`src/rtl/core/hdec_pkg.sv`:
```
// Package for the humidity/temperature frame decoder: transfer types,
// byte position codes, CRC-8 and full-scale division helpers. No dependencies.
`timescale 1ns / 1ps

package hdec_pkg;

    localparam logic [7:0]  CRC_POLY    = 8'h31;
    localparam logic [7:0]  CRC_INIT    = 8'hFF;
    localparam logic [14:0] TEMP_SPAN   = 15'd17500;
    localparam logic [14:0] TEMP_OFFSET = 15'd4500;
    localparam logic [13:0] HUM_SPAN    = 14'd10000;
    localparam logic [15:0] FULL_SCALE  = 16'hFFFF;

    typedef enum logic [2:0] {
        POS_T_MSB = 3'd0,
        POS_T_LSB = 3'd1,
        POS_T_CRC = 3'd2,
        POS_H_MSB = 3'd3,
        POS_H_LSB = 3'd4,
        POS_H_CRC = 3'd5
    } pos_t;

    typedef struct packed {
        logic [7:0] rx_byte;
        logic       frame_start;
    } byte_item_t;

    typedef struct packed {
        logic signed [14:0] temperature_centi;
        logic [13:0]        humidity_centi;
        logic               temperature_ok;
        logic               humidity_ok;
        logic [15:0]        raw_temperature;
        logic [15:0]        raw_humidity;
    } result_item_t;

    typedef struct packed {
        logic [15:0] raw_t;
        logic [15:0] raw_h;
        logic        t_ok;
        logic        h_ok;
    } frame_words_t;

    // CRC-8, MSB first, one byte
    function automatic logic [7:0] crc8_update(input logic [7:0] crc,
                                               input logic [7:0] data);
        logic [7:0] r;
        r = crc ^ data;
        for (int k = 0; k < 8; k++) begin
            r = r[7] ? ((r << 1) ^ CRC_POLY) : (r << 1);
        end
        return r;
    endfunction

    // floor(x / 65535) for x < 17501 * 65536: x = q0*65535 + (lo + q0)
    function automatic logic [14:0] div_full_scale(input logic [30:0] x);
        logic [14:0] q0;
        logic [16:0] rem;
        q0  = x[30:16];
        rem = {1'b0, x[15:0]} + {2'b00, q0};
        if (rem >= {1'b0, FULL_SCALE}) begin
            return q0 + 15'd1;
        end
        return q0;
    endfunction

endpackage

```
`src/rtl/core/hdec_frame.sv`:
```
// Frame tracker: byte position, running CRC-8, raw words; holds a finished
// frame until the scaler takes it. Depends on hdec_pkg.
`timescale 1ns / 1ps

module hdec_frame (
    input  logic                 clk,
    input  logic                 rst_n,
    input  logic                 byte_valid,
    output logic                 byte_stall,
    input  hdec_pkg::byte_item_t byte_item,
    input  logic                 fwd_ready,
    output logic                 words_valid,
    output hdec_pkg::frame_words_t words
);
    import hdec_pkg::*;

    pos_t         pos_reg, pos_next, pos_eff;
    logic [7:0]   crc_reg, crc_next;
    logic [15:0]  temp_reg, temp_next;
    logic [15:0]  hum_reg, hum_next;
    logic         tpass_reg, tpass_next;
    frame_words_t words_reg, words_next;
    logic         words_valid_reg, words_valid_next;
    logic         accept;
    logic         load;
    logic [7:0]   b;

    assign byte_stall  = words_valid_reg && !fwd_ready;
    assign accept      = byte_valid && !byte_stall;
    assign b           = byte_item.rx_byte;
    assign pos_eff     = byte_item.frame_start ? POS_T_MSB : pos_reg;
    assign words       = words_reg;
    assign words_valid = words_valid_reg;

    // next position
    always_comb
    begin
        pos_next = pos_reg;
        if (accept)
        begin
            case (pos_eff)
                POS_T_MSB: pos_next = POS_T_LSB;
                POS_T_LSB: pos_next = POS_T_CRC;
                POS_T_CRC: pos_next = POS_H_MSB;
                POS_H_MSB: pos_next = POS_H_LSB;
                POS_H_LSB: pos_next = POS_H_CRC;
                POS_H_CRC: pos_next = POS_T_MSB;
                default:   pos_next = POS_T_LSB;
            endcase
        end
    end

    // datapath updates per position
    always_comb
    begin
        crc_next   = crc_reg;
        temp_next  = temp_reg;
        hum_next   = hum_reg;
        tpass_next = tpass_reg;
        words_next = words_reg;
        load       = 1'b0;
        if (accept)
        begin
            case (pos_eff)
                POS_T_LSB:
                begin
                    crc_next  = crc8_update(crc_reg, b);
                    temp_next = {temp_reg[15:8], b};
                end
                POS_T_CRC:
                begin
                    tpass_next = (crc_reg == b);
                    crc_next   = CRC_INIT;
                end
                POS_H_MSB:
                begin
                    crc_next = crc8_update(CRC_INIT, b);
                    hum_next = {b, hum_reg[7:0]};
                end
                POS_H_LSB:
                begin
                    crc_next = crc8_update(crc_reg, b);
                    hum_next = {hum_reg[15:8], b};
                end
                POS_H_CRC:
                begin
                    crc_next         = CRC_INIT;
                    load             = 1'b1;
                    words_next.raw_t = temp_reg;
                    words_next.raw_h = hum_reg;
                    words_next.t_ok  = tpass_reg;
                    words_next.h_ok  = (crc_reg == b);
                end
                default:
                begin
                    crc_next  = crc8_update(CRC_INIT, b);
                    temp_next = {b, temp_reg[7:0]};
                end
            endcase
        end
    end

    always_comb
    begin
        if (load)
        begin
            words_valid_next = 1'b1;
        end
        else if (fwd_ready)
        begin
            words_valid_next = 1'b0;
        end
        else
        begin
            words_valid_next = words_valid_reg;
        end
    end

    always_ff @(posedge clk or negedge rst_n)
    begin
        if (!rst_n)
        begin
            pos_reg         <= POS_T_MSB;
            crc_reg         <= CRC_INIT;
            temp_reg        <= '0;
            hum_reg         <= '0;
            tpass_reg       <= 1'b0;
            words_valid_reg <= 1'b0;
        end
        else
        begin
            pos_reg         <= pos_next;
            crc_reg         <= crc_next;
            temp_reg        <= temp_next;
            hum_reg         <= hum_next;
            tpass_reg       <= tpass_next;
            words_valid_reg <= words_valid_next;
        end
    end

    always_ff @(posedge clk)
    begin
        words_reg <= words_next;
    end

endmodule

```
`src/rtl/core/hdec_scale.sv`:
```
// Scaler and result register: raw words to centi-units, divide by 65535
// done as shift plus one correction. Depends on hdec_pkg.
`timescale 1ns / 1ps

module hdec_scale (
    input  logic                   clk,
    input  logic                   rst_n,
    input  logic                   words_valid,
    input  hdec_pkg::frame_words_t words,
    output logic                   fwd_ready,
    output logic                   result_valid,
    input  logic                   result_stall,
    output hdec_pkg::result_item_t result_item
);
    import hdec_pkg::*;

    logic         result_valid_reg, result_valid_next;
    result_item_t result_reg, result_next;
    logic [30:0]  t_prod, h_prod;
    logic [14:0]  t_quo, h_quo;
    logic [14:0]  t_centi;

    assign fwd_ready    = !result_valid_reg || !result_stall;
    assign result_valid = result_valid_reg;
    assign result_item  = result_reg;

    assign t_prod  = 31'(TEMP_SPAN) * 31'(words.raw_t);
    assign h_prod  = 31'(HUM_SPAN) * 31'(words.raw_h);
    assign t_quo   = div_full_scale(t_prod);
    assign h_quo   = div_full_scale(h_prod);
    assign t_centi = t_quo - TEMP_OFFSET;

    always_comb
    begin
        result_next       = result_reg;
        result_valid_next = result_valid_reg;
        if (fwd_ready)
        begin
            result_valid_next = words_valid;
            if (words_valid)
            begin
                result_next.temperature_centi = $signed(t_centi);
                result_next.humidity_centi    = h_quo[13:0];
                result_next.temperature_ok    = words.t_ok;
                result_next.humidity_ok       = words.h_ok;
                result_next.raw_temperature   = words.raw_t;
                result_next.raw_humidity      = words.raw_h;
            end
        end
    end

    always_ff @(posedge clk or negedge rst_n)
    begin
        if (!rst_n)
        begin
            result_valid_reg <= 1'b0;
        end
        else
        begin
            result_valid_reg <= result_valid_next;
        end
    end

    always_ff @(posedge clk)
    begin
        result_reg <= result_next;
    end

endmodule

```
`src/rtl/core/humidity_temperature_frame_decode.sv`:
```
// Takes six-byte measurement frames (temperature MSB, LSB, CRC, humidity MSB,
// LSB, CRC), one byte per transfer, and gives one scaled result per frame.
// A byte transfer can be taken every cycle unless the input stalls. After the
// sixth byte, one register holds the finished frame, then the result
// register holds the scaled values. The input stalls only while both of
// these are full and the result side stalls. frame_start restarts a frame.
// Depends on hdec_pkg, hdec_frame, hdec_scale.
`timescale 1ns / 1ps

module humidity_temperature_frame_decode (
    input  logic                   clk,
    input  logic                   rst_n,
    input  logic                   byte_valid,
    output logic                   byte_stall,
    input  hdec_pkg::byte_item_t   byte_item,
    output logic                   result_valid,
    input  logic                   result_stall,
    output hdec_pkg::result_item_t result_item
);
    import hdec_pkg::*;

    frame_words_t words;
    logic         words_valid;
    logic         fwd_ready;

    hdec_frame u_frame (
        .clk         (clk),
        .rst_n       (rst_n),
        .byte_valid  (byte_valid),
        .byte_stall  (byte_stall),
        .byte_item   (byte_item),
        .fwd_ready   (fwd_ready),
        .words_valid (words_valid),
        .words       (words)
    );

    hdec_scale u_scale (
        .clk          (clk),
        .rst_n        (rst_n),
        .words_valid  (words_valid),
        .words        (words),
        .fwd_ready    (fwd_ready),
        .result_valid (result_valid),
        .result_stall (result_stall),
        .result_item  (result_item)
    );

endmodule

```
`config.mk`:
```
export PLATFORM = sky130hd
export DESIGN_NAME = humidity_temperature_frame_decode
export DESIGN_NICKNAME = d
export VERILOG_FILES = /design/src/rtl/core/hdec_pkg.sv /design/src/rtl/core/hdec_frame.sv /design/src/rtl/core/hdec_scale.sv /design/src/rtl/core/humidity_temperature_frame_decode.sv
export SDC_FILE = /design/constraint.sdc
export NUM_CORES = 1
export LEC_CHECK = 0
export BUFFER_PORTS_ARGS = -buffer_cell sky130_fd_sc_hd__buf_4
export CORE_ASPECT_RATIO = 1.4
export CORE_MARGIN = 1.5
export CORE_UTILIZATION = 24
export CTS_CLUSTER_DIAMETER = 30
export CTS_CLUSTER_SIZE = 20
export DETAILED_ROUTE_END_ITERATION = 6
export GPL_TIMING_DRIVEN = 1
export PLACE_DENSITY = 0.36
export SYNTH_ARGS = -nofsm -noshare
export SYNTH_HDL_FRONTEND = slang
export SYNTH_SLANG_ARGS = --single-unit
```
`constraint.sdc`:
```
create_clock -name clk -period 13.6 [get_ports clk]
set_input_delay 3.4 -clock clk [delete_from_list [all_inputs] [get_ports clk]]
set_output_delay 3.4 -clock clk [all_outputs]
set_load 0.02 [all_outputs]
```
==> flow_metrics.tcl <==
set metrics [dict create \
    status "finished clean" \
    drv_cap 0 \
    ys_seq_area_share_pct 30.1 \
    die_y_um 284 \
    clk_latency_ns 0.45 \
    rsz0062_at_grt "no" \
    fin_util_pct 28.0 \
    finalCriticalPeriod_ns 9.54 \
    whs_endpoint "u_scale.result_item[32]" \
    synth_fp_nets 1630 \
    power_density_mw_per_mm2 137 \
    layout.cells.most_common "inv_1" \
    syn_avg_cell_area_um2 10.1 \
    gp_congestion 0.820 \
    cts_tree "yes" \
    dieArea_mm2 0.0579 \
    cts.sinks 143 \
    path_clk_slew_ns 0.06 \
    start_kind "flop" \
    grt_pass1_vias 10100 \
    crit_path_max_fanout 11 \
    cts_max_level 4 \
    first_pass_iters 5 \
    fin_skew_ns 0.0136 \
    grt_max_degree 63 \
    ys_ff_latch 143 \
    die_w_um 204 \
    most-common-layout-cells "251 x inv_1, 193 x ha_1, 97 x edfxtp_1" \
    cts_root_buf "clkbuf_16" \
    slowest_stage "a41oi_1" \
    min_path_type "reg2reg" \
    ctsHoldBuffers 0 \
    cp.required_ns 13.87 \
    drive_above_1_share_pct 12.4 \
    antenna_found_initial 0 \
    core-area_mm2 0.0555 \
    diodes 0 \
    fillers 5828 \
    vias 9699 \
    tns_ns 0 \
    r2r_start "u_frame.words[32]" \
    dp.final_hpwl_mm 29.7 \
    cts_buffers 17 \
    area.growth.synth_to_final_pct 14.6 \
    p_leak_nw 7.11 \
    r2r_slack_ns 4.06 \
    synth_top_area_cell "edfxtp_1" \
    synth-edff-count 97 \
    synth_cell_types 89 \
    gr-total-overflow 0 \
    grt_pass1_wl_mm 58.3 \
    finalSetupViolCount 0 \
    min_from "u_frame.words[0]" \
    cts_setup_buffers 0 \
    worst_r2r_path_depth 29 \
    cpPeakStageDelay_ns 0.87 \
    yosys_warnings 0 \
    maxSlewHeadroom_pct 27.0 \
    fmax_mhz 105 \
    worst_slew_pin_slew_ns 1.08 \
    antenna_left 0 \
    ios 78 \
    post-route-period-util_pct 70.2 \
    grtUsageTotal_pct 13.2 \
    io_buffer_count 77 \
    worst-setup-path-type "reg2reg" \
    synth.top_cell.area_share_pct 21.5 \
    start_util_pct 24.4 \
    seqCellArea_mm2 0.00407 \
    routed_wl_mm 37.0 \
    drt-vias-per-instance 4.51 \
    end_kind "flop" \
    rows 102 \
    hold_violations 0 \
    nets 1699 \
    whs_path_depth 0 \
    wire_per_inst_um 17.2 \
    drt_iter0_drc 407 \
    netlist_area_mm2 0.0136 \
    syn_inst 1342 \
    synth_area_leaders "edfxtp_1 21%, ha_1 18%, fa_1 12%, dfrtp_1 7.0%, inv_1 6.9%" \
    cp.arrival_ns 9.81 \
    clock_path_buffers 2 \
    async_flop_share_pct 32.2 \
    vdd_drop_max_v 0.0000888 \
    r2r-end "u_scale.result_item[62]" \
    cts_resized 0 \
    synth_ff_type "edfxtp_1" \
    drv_slew 0 \
    largest_reg_flops 63 \
    route.detailed.drc 0 \
    multiInputGateArea_mm2 0.00841 \
]
[report_power, final]
| group | switching, mW | internal, mW |
|---|---|---|
| clock | 0.207 | 0.273 |
| sequential | 0.0323 | 0.550 |
| combinational | 0.636 | 0.422 |
| total | 0.876 | 1.24 |
[cell type report]
| cell class | instances | area share [%] |
|---|---|---|
| inverter | 254 | 6.14 |
| timing repair buffer | 80 | 3.85 |
| multi-input combinational | 915 | 54.2 |
| clock inverter | 14 | 0.999 |
| tap | 728 | 5.86 |
| sequential | 143 | 26.2 |
| clock buffer | 18 | 2.76 |
[cell usage after synthesis (6+ instances only)]
library cell  count
a2111oi_0         6
a211o_1           7
a211oi_1         14
a21o_1           23
a21oi_1          58
a31oi_1           6
and2_1            7
and3_1            9
clkbuf_1         18
dfrtp_1          38
dfstp_2           8
edfxtp_1         97
fa_1             82
ha_1            193
inv_1           251
mux2_2           26
nand2_1          66
nand2b_1         12
nand3_1          26
nand4_1          19
nor2_1           34
nor2b_1           8
nor3_1           12
o211ai_1          9
o21a_1           18
o21ai_0          47
o21bai_1          6
o221ai_1          7
o31ai_1           6
or2_2             7
or3_1            15
xnor2_1          65
xor2_1           32
[metrics by stage]
step                setup WS [ns]  hold slack (ns)  instances  total power [mW]  cell area, µm²
finish                       4.06            0.428       2152              2.12           15500
floorplan                    5.05            0.400       1342              1.40           13600
global route                 3.36            0.447       2152              2.29           15500
CTS                          4.02            0.435       2152              2.16           15500
global placement             3.32            0.425       2119              1.66           14900
detailed placement           4.05            0.425       2120              1.65           15000
[logic make-up (layout without fill, tap and decap cells)]
group | count (synthesis) | in the layout | share of synthesized area, %
and+or+nand+nor | 246 | 246 | 9.69
DFF | 143 | 143 | 30.1
AOI/OAI and AO/OA | 267 | 267 | 13.6
xor gates and xnor gates | 97 | 97 | 6.27
buffers and inverters | 284 | 366 | 7.97
muxes | 30 | 30 | 2.46
adders and majority gates | 275 | 275 | 29.9
[worst max-delay path, delay by kind of cell (launching register included)]
family          cells  cell delay (ns)
flops               1             0.57
fa+ha+maj           7             2.93
simple gates        4             0.90
buf+inv             4             0.19
compound gates     14             4.77
[per-layer routing]
metal	vias to the layer above	share of wire [%]	GRT usage (%)
met5	-	0	0
met3	44	3.7	2.35
li1	4824	-	-
met4	0	2.8	4.87
met2	181	48	22.2
met1	4650	45	16.7
[how the worst max path moves through the flow]
stage,slack (ns),depth (start not counted),end,startpoint
after global routing,3.36,29,u_scale.result_item[62],u_frame.words[32]
after floorplan,5.05,1,u_scale.result_item[0],result_stall
after detailed placement,4.05,29,u_scale.result_item[62],u_frame.words[32]
final,4.06,29,u_scale.result_item[62],u_frame.words[32]
after CTS,4.02,29,u_scale.result_item[62],u_frame.words[32]
after global placement,3.32,25,u_scale.result_item[56],u_frame.words[28]
(Power assumes the default switching activity.)
